**src/design/wpid_pkg.sv**
```systemverilog
// ----------------------------------------------------------------------------
// wpid_pkg
// Widths, reset values, register indexes and shared types of the windowed
// PID controller.
// ----------------------------------------------------------------------------
package wpid_pkg;

    localparam int MEAS_W   = 16;
    localparam int SETPT_W  = 16;
    localparam int GAIN_W   = 20;
    localparam int ERR_W    = 18;
    localparam int SUM_W    = 23;
    localparam int DIFF_W   = 19;
    localparam int DRIVE_W  = 32;
    localparam int FRAC_W   = 8;
    localparam int CFG_IDX_W = 8;
    localparam int CFG_DAT_W = 20;

    // Signed gain operand is the unsigned gain with a zero on top.
    localparam int GAIN_S_W = GAIN_W + 1;
    localparam int PROD_P_W = GAIN_S_W + ERR_W;
    localparam int PROD_I_W = GAIN_S_W + SUM_W;
    localparam int PROD_D_W = GAIN_S_W + DIFF_W;
    localparam int ACC_W    = PROD_I_W + 2;

    localparam int DEFAULT_WINDOW = 10;

    localparam logic signed [SETPT_W-1:0] SETPT_RST  = 16'sd100;
    localparam logic [GAIN_W-1:0]         GAIN_P_RST = 20'd128000;
    localparam logic [GAIN_W-1:0]         GAIN_I_RST = 20'd20480;
    localparam logic [GAIN_W-1:0]         GAIN_D_RST = 20'd51200;

    typedef enum logic [CFG_IDX_W-1:0] {
        CFG_SETPOINT = 8'd0,
        CFG_GAIN_P   = 8'd1,
        CFG_GAIN_I   = 8'd2,
        CFG_GAIN_D   = 8'd3
    } t_cfg_idx;

    // Load enables for the product and sum stages of the datapath.
    typedef struct packed {
        logic prod;
        logic sum;
    } t_stage_en;

endpackage

```
**src/design/wpid_ifs.sv**
```systemverilog
// ----------------------------------------------------------------------------
// wpid channel interfaces
// Valid/ready channels for measurements, results and register writes.
// ----------------------------------------------------------------------------
interface wpid_meas_if;
    logic                                     valid;
    logic                                     ready;
    logic signed [wpid_pkg::MEAS_W-1:0]       measurement;

    modport source (output valid, output measurement, input ready);
    modport sink   (input valid, input measurement, output ready);
endinterface

interface wpid_result_if;
    logic                                     valid;
    logic                                     ready;
    logic signed [wpid_pkg::DRIVE_W-1:0]      drive;
    logic                                     saturated;

    modport source (output valid, output drive, output saturated, input ready);
    modport sink   (input valid, input drive, input saturated, output ready);
endinterface

interface wpid_cfg_if;
    logic                                     valid;
    logic                                     ready;
    logic [wpid_pkg::CFG_IDX_W-1:0]           index;
    logic [wpid_pkg::CFG_DAT_W-1:0]           data;

    modport source (output valid, output index, output data, input ready);
    modport sink   (input valid, input index, input data, output ready);
endinterface

```
**src/design/windowed_pid_controller_unit.sv**
```systemverilog
// Each result is registered in stage A, the product stage and the output stage in turn.
// Throughput: one measurement per cycle, limited only by the result side.
// The three gain products are registered before they are summed and clipped.
// Reset clears the error history, the window sum and the pipeline, and puts
// the setpoint and gains back to their defaults; no clearing pass is needed.
// ----------------------------------------------------------------------------
// windowed_pid_controller_unit
// PID controller whose integral term is the sum of the last WINDOW errors.
// ----------------------------------------------------------------------------
module windowed_pid_controller_unit #(
    parameter int WINDOW = wpid_pkg::DEFAULT_WINDOW
) (
    input  logic                 i_clk,
    input  logic                 i_rst_n,
    wpid_meas_if.sink            i_meas,
    wpid_cfg_if.sink             i_cfg,
    wpid_result_if.source        o_result
);

    localparam int ERR_W  = wpid_pkg::ERR_W;
    localparam int SUM_W  = wpid_pkg::SUM_W;
    localparam int DIFF_W = wpid_pkg::DIFF_W;

    // Configuration registers. Writes are to arrive only while the block is idle;
    // the block itself does not enforce this, and its cfg ready is tied high.
    logic signed [wpid_pkg::SETPT_W-1:0] r_setpoint;
    logic [wpid_pkg::GAIN_W-1:0]         r_gain_p;
    logic [wpid_pkg::GAIN_W-1:0]         r_gain_i;
    logic [wpid_pkg::GAIN_W-1:0]         r_gain_d;

    assign i_cfg.ready = 1'b1;

    always_ff @(posedge i_clk) begin
        if (!i_rst_n) begin
            r_setpoint <= wpid_pkg::SETPT_RST;
            r_gain_p   <= wpid_pkg::GAIN_P_RST;
            r_gain_i   <= wpid_pkg::GAIN_I_RST;
            r_gain_d   <= wpid_pkg::GAIN_D_RST;
        end else if (i_cfg.valid) begin
            unique case (wpid_pkg::t_cfg_idx'(i_cfg.index))
                wpid_pkg::CFG_SETPOINT: begin
                    r_setpoint <= i_cfg.data[wpid_pkg::SETPT_W-1:0];
                end
                wpid_pkg::CFG_GAIN_P: begin
                    r_gain_p <= i_cfg.data[wpid_pkg::GAIN_W-1:0];
                end
                wpid_pkg::CFG_GAIN_I: begin
                    r_gain_i <= i_cfg.data[wpid_pkg::GAIN_W-1:0];
                end
                wpid_pkg::CFG_GAIN_D: begin
                    r_gain_d <= i_cfg.data[wpid_pkg::GAIN_W-1:0];
                end
                default: begin
                end
            endcase
        end
    end

    // Pipeline control. Stage A holds the error terms, stage B the products
    // and stage C the output register. A stage may load when it is empty or
    // when the stage after it is moving, so a bubble anywhere lets the input
    // side keep accepting while a result waits at the output.
    logic r_valid_a;
    logic r_valid_b;
    logic r_valid_c;
    logic adv_c;
    logic can_b;
    logic can_a;
    logic accept;
    wpid_pkg::t_stage_en stage_en;

    assign adv_c  = !r_valid_c || o_result.ready;
    assign can_b  = !r_valid_b || adv_c;
    assign can_a  = !r_valid_a || can_b;
    assign accept = i_meas.valid && can_a;

    assign i_meas.ready   = can_a;
    assign o_result.valid = r_valid_c;

    assign stage_en.prod = can_b;
    assign stage_en.sum  = adv_c;

    always_ff @(posedge i_clk) begin
        if (!i_rst_n) begin
            r_valid_a <= 1'b0;
            r_valid_b <= 1'b0;
            r_valid_c <= 1'b0;
        end else begin
            if (can_a) begin
                r_valid_a <= i_meas.valid;
            end
            if (can_b) begin
                r_valid_b <= r_valid_a;
            end
            if (adv_c) begin
                r_valid_c <= r_valid_b;
            end
        end
    end

    // Error history as a shift line: entry 0 is the newest error and the
    // last entry is the oldest, which leaves the window when a new error
    // comes in. The running sum is kept in step with it.
    logic signed [ERR_W-1:0]  r_hist [WINDOW];
    logic signed [SUM_W-1:0]  r_sum;
    logic signed [ERR_W-1:0]  n_err;
    logic signed [SUM_W-1:0]  n_sum;
    logic signed [DIFF_W-1:0] n_diff;

    always_comb begin
        n_err  = ERR_W'(r_setpoint) - ERR_W'(i_meas.measurement);
        n_sum  = r_sum - SUM_W'(r_hist[WINDOW-1]) + SUM_W'(n_err);
        n_diff = DIFF_W'(n_err) - DIFF_W'(r_hist[0]);
    end

    always_ff @(posedge i_clk) begin
        if (!i_rst_n) begin
            for (int k = 0; k < WINDOW; k++) begin
                r_hist[k] <= '0;
            end
            r_sum <= '0;
        end else if (accept) begin
            r_hist[0] <= n_err;
            for (int k = 1; k < WINDOW; k++) begin
                r_hist[k] <= r_hist[k-1];
            end
            r_sum <= n_sum;
        end
    end

    // Stage A payload: the three multiplicands of this item.
    logic signed [ERR_W-1:0]  r_a_err;
    logic signed [SUM_W-1:0]  r_a_sum;
    logic signed [DIFF_W-1:0] r_a_diff;

    always_ff @(posedge i_clk) begin
        if (accept) begin
            r_a_err  <= n_err;
            r_a_sum  <= n_sum;
            r_a_diff <= n_diff;
        end
    end

    wpid_mac u_mac (
        .i_clk       (i_clk),
        .i_en        (stage_en),
        .i_err       (r_a_err),
        .i_sum       (r_a_sum),
        .i_diff      (r_a_diff),
        .i_gain_p    (r_gain_p),
        .i_gain_i    (r_gain_i),
        .i_gain_d    (r_gain_d),
        .o_drive     (o_result.drive),
        .o_saturated (o_result.saturated)
    );

endmodule

```
**src/design/wpid_mac.sv**
```systemverilog
// ----------------------------------------------------------------------------
// wpid_mac
// Three gain products in one stage, then their sum, the floor shift by the
// fraction width and the 32-bit saturation in the next.
// ----------------------------------------------------------------------------
module wpid_mac (
    input  logic                                    i_clk,
    input  wpid_pkg::t_stage_en                     i_en,
    input  logic signed [wpid_pkg::ERR_W-1:0]       i_err,
    input  logic signed [wpid_pkg::SUM_W-1:0]       i_sum,
    input  logic signed [wpid_pkg::DIFF_W-1:0]      i_diff,
    input  logic [wpid_pkg::GAIN_W-1:0]             i_gain_p,
    input  logic [wpid_pkg::GAIN_W-1:0]             i_gain_i,
    input  logic [wpid_pkg::GAIN_W-1:0]             i_gain_d,
    output logic signed [wpid_pkg::DRIVE_W-1:0]     o_drive,
    output logic                                    o_saturated
);

    localparam int ACC_W = wpid_pkg::ACC_W;
    localparam int DRV_W = wpid_pkg::DRIVE_W;

    logic signed [wpid_pkg::GAIN_S_W-1:0] gain_p_s;
    logic signed [wpid_pkg::GAIN_S_W-1:0] gain_i_s;
    logic signed [wpid_pkg::GAIN_S_W-1:0] gain_d_s;

    logic signed [wpid_pkg::PROD_P_W-1:0] r_prod_p;
    logic signed [wpid_pkg::PROD_I_W-1:0] r_prod_i;
    logic signed [wpid_pkg::PROD_D_W-1:0] r_prod_d;

    logic signed [ACC_W-1:0]              acc;
    logic signed [ACC_W-1:0]              shifted;
    logic                                 over_pos;
    logic                                 over_neg;
    logic signed [DRV_W-1:0]              n_drive;
    logic                                 n_saturated;
    logic signed [DRV_W-1:0]              r_drive;
    logic                                 r_saturated;

    assign gain_p_s = signed'({1'b0, i_gain_p});
    assign gain_i_s = signed'({1'b0, i_gain_i});
    assign gain_d_s = signed'({1'b0, i_gain_d});

    always_ff @(posedge i_clk) begin
        if (i_en.prod) begin
            r_prod_p <= wpid_pkg::PROD_P_W'(gain_p_s * i_err);
            r_prod_i <= wpid_pkg::PROD_I_W'(gain_i_s * i_sum);
            r_prod_d <= wpid_pkg::PROD_D_W'(gain_d_s * i_diff);
        end
    end

    // Arithmetic right shift of a two's complement value rounds toward
    // minus infinity, which is the required floor.
    always_comb begin
        acc      = ACC_W'(r_prod_p) + ACC_W'(r_prod_i) + ACC_W'(r_prod_d);
        shifted  = acc >>> wpid_pkg::FRAC_W;
        over_pos = !shifted[ACC_W-1] && (|shifted[ACC_W-2:DRV_W-1]);
        over_neg = shifted[ACC_W-1] && !(&shifted[ACC_W-2:DRV_W-1]);
        priority if (over_pos) begin
            n_drive = {1'b0, {(DRV_W-1){1'b1}}};
        end else if (over_neg) begin
            n_drive = {1'b1, {(DRV_W-1){1'b0}}};
        end else begin
            n_drive = shifted[DRV_W-1:0];
        end
        n_saturated = over_pos || over_neg;
    end

    always_ff @(posedge i_clk) begin
        if (i_en.sum) begin
            r_drive     <= n_drive;
            r_saturated <= n_saturated;
        end
    end

    assign o_drive     = r_drive;
    assign o_saturated = r_saturated;

endmodule

```
**src/flat_wrapper.sv**
```systemverilog
// flat-port wrapper written by rule: the top's interface ports become plain ports
module windowed_pid_controller_unit_flat 
#(
    parameter int WINDOW = wpid_pkg::DEFAULT_WINDOW
)
  (i_clk, i_rst_n, i_meas_valid, i_meas_measurement, i_meas_ready, i_cfg_valid, i_cfg_index, i_cfg_data, i_cfg_ready, o_result_valid, o_result_drive, o_result_saturated, o_result_ready);
  wpid_meas_if i_meas_i ();
  wpid_cfg_if i_cfg_i ();
  wpid_result_if o_result_i ();
  input  logic i_clk;
  input  logic i_rst_n;
  input wire logic [$bits(i_meas_i.valid)-1:0] i_meas_valid;
  input wire logic [$bits(i_meas_i.measurement)-1:0] i_meas_measurement;
  output wire logic [$bits(i_meas_i.ready)-1:0] i_meas_ready;
  input wire logic [$bits(i_cfg_i.valid)-1:0] i_cfg_valid;
  input wire logic [$bits(i_cfg_i.index)-1:0] i_cfg_index;
  input wire logic [$bits(i_cfg_i.data)-1:0] i_cfg_data;
  output wire logic [$bits(i_cfg_i.ready)-1:0] i_cfg_ready;
  output wire logic [$bits(o_result_i.valid)-1:0] o_result_valid;
  output wire logic [$bits(o_result_i.drive)-1:0] o_result_drive;
  output wire logic [$bits(o_result_i.saturated)-1:0] o_result_saturated;
  input wire logic [$bits(o_result_i.ready)-1:0] o_result_ready;
  assign i_meas_i.valid = i_meas_valid;
  assign i_meas_i.measurement = i_meas_measurement;
  assign i_meas_ready = i_meas_i.ready;
  assign i_cfg_i.valid = i_cfg_valid;
  assign i_cfg_i.index = i_cfg_index;
  assign i_cfg_i.data = i_cfg_data;
  assign i_cfg_ready = i_cfg_i.ready;
  assign o_result_valid = o_result_i.valid;
  assign o_result_drive = o_result_i.drive;
  assign o_result_saturated = o_result_i.saturated;
  assign o_result_i.ready = o_result_ready;
  windowed_pid_controller_unit #(.WINDOW(WINDOW)) u_core (.i_clk(i_clk), .i_rst_n(i_rst_n), .i_meas(i_meas_i), .i_cfg(i_cfg_i), .o_result(o_result_i));
endmodule
```
**config.mk**
```make
export PLATFORM = sky130hd
export DESIGN_NAME = windowed_pid_controller_unit_flat
export DESIGN_NICKNAME = d
export VERILOG_FILES = /design/src/design/wpid_pkg.sv /design/src/design/wpid_ifs.sv /design/src/design/windowed_pid_controller_unit.sv /design/src/design/wpid_mac.sv /design/src/flat_wrapper.sv
export SDC_FILE = /design/constraint.sdc
export NUM_CORES = 2
export LEC_CHECK = 0
export ABC_AREA = 1
export BUFFER_PORTS_ARGS = -buffer_cell sky130_fd_sc_hd__buf_2
export CAP_MARGIN = 40
export CORE_AREA = 2 2 297 520
export DETAILED_ROUTE_END_ITERATION = 7
export DIE_AREA = 0 0 299 522
export GPL_TIMING_DRIVEN = 1
export HOLD_SLACK_MARGIN = 0.02
export PLACE_DENSITY = 0.65
export SETUP_SLACK_MARGIN = 0.3
export SLEW_MARGIN = 20
export SYNTH_ARGS = -nofsm -noshare
export SYNTH_HDL_FRONTEND = slang
export SYNTH_HIERARCHICAL = 1
export SYNTH_SLANG_ARGS = --single-unit
```
**constraint.sdc**
```tcl
create_clock -name i_clk -period 5.9 [get_ports i_clk]
set_input_delay 0.885 -clock i_clk [delete_from_list [all_inputs] [get_ports i_clk]]
set_output_delay 0.885 -clock i_clk [all_outputs]
set_load 0.01 [all_outputs]
```
==> impl_metrics.json <==
{
  "status": "complete, but fails checks",
  "violations": "setup timing",
  "cts_root_buf": "clkbuf_16",
  "max_freq_ghz": 0.160,
  "slew_headroom": 0.450,
  "fin_ws_ns": -0.345,
  "start_util": 0.447,
  "drtIter0Drc": 3332,
  "critPathMaxFanout": 9,
  "hold_buffers": 0,
  "grt_pass1_vias": 59300,
  "multiInputGateArea_sq_um": 48400,
  "final_nets": 10500,
  "grt_pass1_wl_mm": 326,
  "wl_mm": 215,
  "finalSetupTns_ns": -7.25,
  "ys_seq_elements": 487,
  "ys_warn_count": 6,
  "post-route-period-util": 1.06,
  "dieArea_sq_um": 156000,
  "ios": 85,
  "max_stage_delay_ns": 0.61,
  "crit_required_ns": 6.33,
  "dp_hpwl_mm": 175,
  "layout_min_cycle_time_ns": 6.24,
  "numPortBuffers": 83,
  "synth_edf_count": 385,
  "path_class": "reg -> reg",
  "ant_nets": 0,
  "die_h_um": 522,
  "synth_flop_cell": "edfxtp_1",
  "core-area_sq_um": 152000,
  "vias_per_cell": 5.02,
  "hold_class": "reg -> reg",
  "gr-total-overflow": 0,
  "end_kind": "flop",
  "wire_per_inst_um": 19.9,
  "numClockSinks": 487,
  "dr.pass1.iters": 5,
  "async_flop_share": 0,
  "worstMarginPinSlew_ns": 0.818,
  "critPathArrivalTime_ns": 6.67,
  "syn_area_sq_um": 68000,
  "fp-row-count": 190,
  "rsz0062_at_grt": "true",
  "grt_usage": 0.274,
  "ys_types": 59,
  "area_growth_pct": 22.5,
  "syn_nets": 9846,
  "gp_congestion": 0.984,
  "clkLatencyLatePin_ns": 0.66,
  "cap_viol_max_count": 0,
  "regArea_sq_um": 13700,
  "syn_inst": 8146,
  "ys_seq_area_frac": 0.200,
  "grt_antenna_before_repair": 7,
  "vias": 54400,
  "hold_viol": 0,
  "post-route-util": 0.547,
  "worst_path_most_repeated_cell": "fa_1",
  "cpMaxStageDelayCell": "fa_2",
  "htreeDepth": 2,
  "startpoint_type": "flop",
  "setup_viol": 45,
  "cts_buffer_depth": 3,
  "syn_area_per_cell_sq_um": 8.34,
  "grt_max_degree": 89,
  "drive_gt1_frac": 0.202,
  "drc_errors": 0,
  "maxSlewViolCount": 0,
  "cts_tree": "done",
  "crit_chain": "buf_12 -> buf_4 -> buf_12 -> nand2_1 -> fa_1 -> inv_1 -> fa_1 -> fa_2 -> fa_2 -> fa_1 -> fa_1 -> fa_1 -> ha_4 -> buf_6 -> nand2_2 -> nor2_1 -> inv_1 -> nor2_1 -> inv_1 -> buf_4 -> o21bai_2 -> xor2_2",
  "finClkSkew_ns": 0.0358,
  "fp.dieW_um": 299,
  "clk_pin_slew_ns": 0.07,
  "fillers": 13700,
  "numCtsBuffers": 51,
  "r2r_setup_slack_ns": -0.34
}
-- cell families after synthesis --
kind of cell	Yosys count	share of synthesized area
simple gates	2648	0.154
other cells	1	0.0000552
fa+ha+maj	1651	0.429
compound gates	554	0.0455
buf+inv	2609	0.145
flops	487	0.200
xor+xnor	196	0.0257
-- final timing paths --
path                      from                        end  depth (start not counted)
min reg2reg   u_core/r_sum[16]           u_core/r_sum[16]                          2
max reg2reg  u_core/r_a_sum[9]  u_core/u_mac/r_prod_i[31]                         22
max          u_core/r_a_sum[9]  u_core/u_mac/r_prod_i[31]                         22
min           u_core/r_sum[16]           u_core/r_sum[16]                          2
-- flip-flops by register name (all words and copies together), names as in the netlist --
name                      flops
u_core/r_hist               170
u_core/u_mac/r_prod_i        44
u_core/u_mac/r_prod_d        40
u_core/u_mac/r_prod_p        39
u_core/u_mac/o_drive         32
u_core/r_a_sum               23
u_core/r_sum                 23
u_core/r_gain_d              20
u_core/r_gain_i              20
u_core/r_gain_p              20
u_core/r_a_diff              19
u_core/r_a_err               17
u_core/r_setpoint            16
u_core/o_result.valid         1
u_core/r_valid_a              1
u_core/r_valid_b              1
u_core/u_mac/o_saturated      1
-- per-stage QoR --
stage	hold WS, ns	worst slack (ns)	area, sq um	std cells
5_1_grt	0.477	-0.519	83200	10800
2_1_floorplan	0.426	0.0175	68900	8146
4_1_cts	0.454	-0.278	81000	10800
3_3_place_gp	0.437	-0.579	75900	10600
3_5_place_dp	0.440	-0.608	75900	10600
6_report	0.452	-0.345	83300	10800
-- placed cells by master, fill, tap and decap left out, drive strengths merged, types with 2 or more instances in the layout --
| cell type | Yosys | routed |
|---|---|---|
| a211oi | 4 | 4 |
| a21boi | 10 | 10 |
| a21o | 14 | 14 |
| a21oi | 244 | 244 |
| a221oi | 6 | 6 |
| a31o | 2 | 2 |
| a31oi | 26 | 26 |
| and2 | 8 | 8 |
| and3 | 2 | 2 |
| buf | 54 | 868 |
| bufinv | 0 | 7 |
| clkbuf | 238 | 65 |
| clkinv | 0 | 18 |
| clkinvlp | 0 | 2 |
| dfxtp | 102 | 102 |
| diode | 0 | 4 |
| edfxtp | 385 | 385 |
| fa | 1133 | 1133 |
| ha | 518 | 518 |
| inv | 2317 | 2325 |
| nand2 | 1895 | 1895 |
| nand3 | 120 | 120 |
| nand3b | 3 | 3 |
| nand4 | 26 | 26 |
| nor2 | 525 | 525 |
| nor3 | 37 | 37 |
| nor4 | 5 | 5 |
| o2111ai | 2 | 2 |
| o211ai | 18 | 18 |
| o21a | 10 | 10 |
| o21ai | 187 | 187 |
| o21bai | 19 | 19 |
| o22ai | 7 | 7 |
| o31ai | 2 | 2 |
| or2 | 26 | 26 |
| xnor2 | 62 | 62 |
| xor2 | 134 | 134 |
-- synthesized netlist by cell type, drive strengths merged (10+ instances only) --
cell type	n	area, sq um
inv	2317	8700
nand2	1895	7170
fa	1133	22700
nor2	525	2010
ha	518	6480
edfxtp	385	11600
a21oi	244	1240
clkbuf	238	895
o21ai	187	951
xor2	134	1200
nand3	120	621
dfxtp	102	2040
xnor2	62	551
buf	54	295
nor3	37	215
a31oi	26	163
nand4	26	163
or2	26	165
o21bai	19	143
o211ai	18	140
a21o	14	105
a21boi	10	75.1
o21a	10	75.1
-- critical path, delay by kind of cell (launching register included) --
kind	cells	cell delay, ns
buffers and inverters	8	0.96
flip-flops	1	0.41
AO/OA/AOI/OAI	1	0.16
XOR/XNOR	1	0.30
adder cells (fa/ha/maj)	8	3.85
AND/OR/NAND/NOR	4	0.35
-- repair_timing --
item	in CTS	in global routing
gates resized for setup	548	442
hold endpoints to repair	0	0
setup endpoints to repair	86	84
pin swaps	229	285
gates cloned	3	4
buffers inserted	95	56
-- final cells by class --
cell class / instances / share of cell area
multi-input cells: 5050 / 0.582
flip-flops and latches: 487 / 0.164
inverters: 2317 / 0.105
repair buffers: 872 / 0.0976
well taps: 2016 / 0.0303
clock buffers: 61 / 0.0162
clock inverters: 35 / 0.00519
diodes: 4 / 0.000120
-- layer usage --
layer  track usage  wire length, um
met5             0               27
met4         0.203            20000
met3        0.0293             9910
met2         0.510           112000
met1         0.282            73000
Power is not shown: default switching activity piles up to over one toggle a cycle in this logic, so the estimate is an artifact.
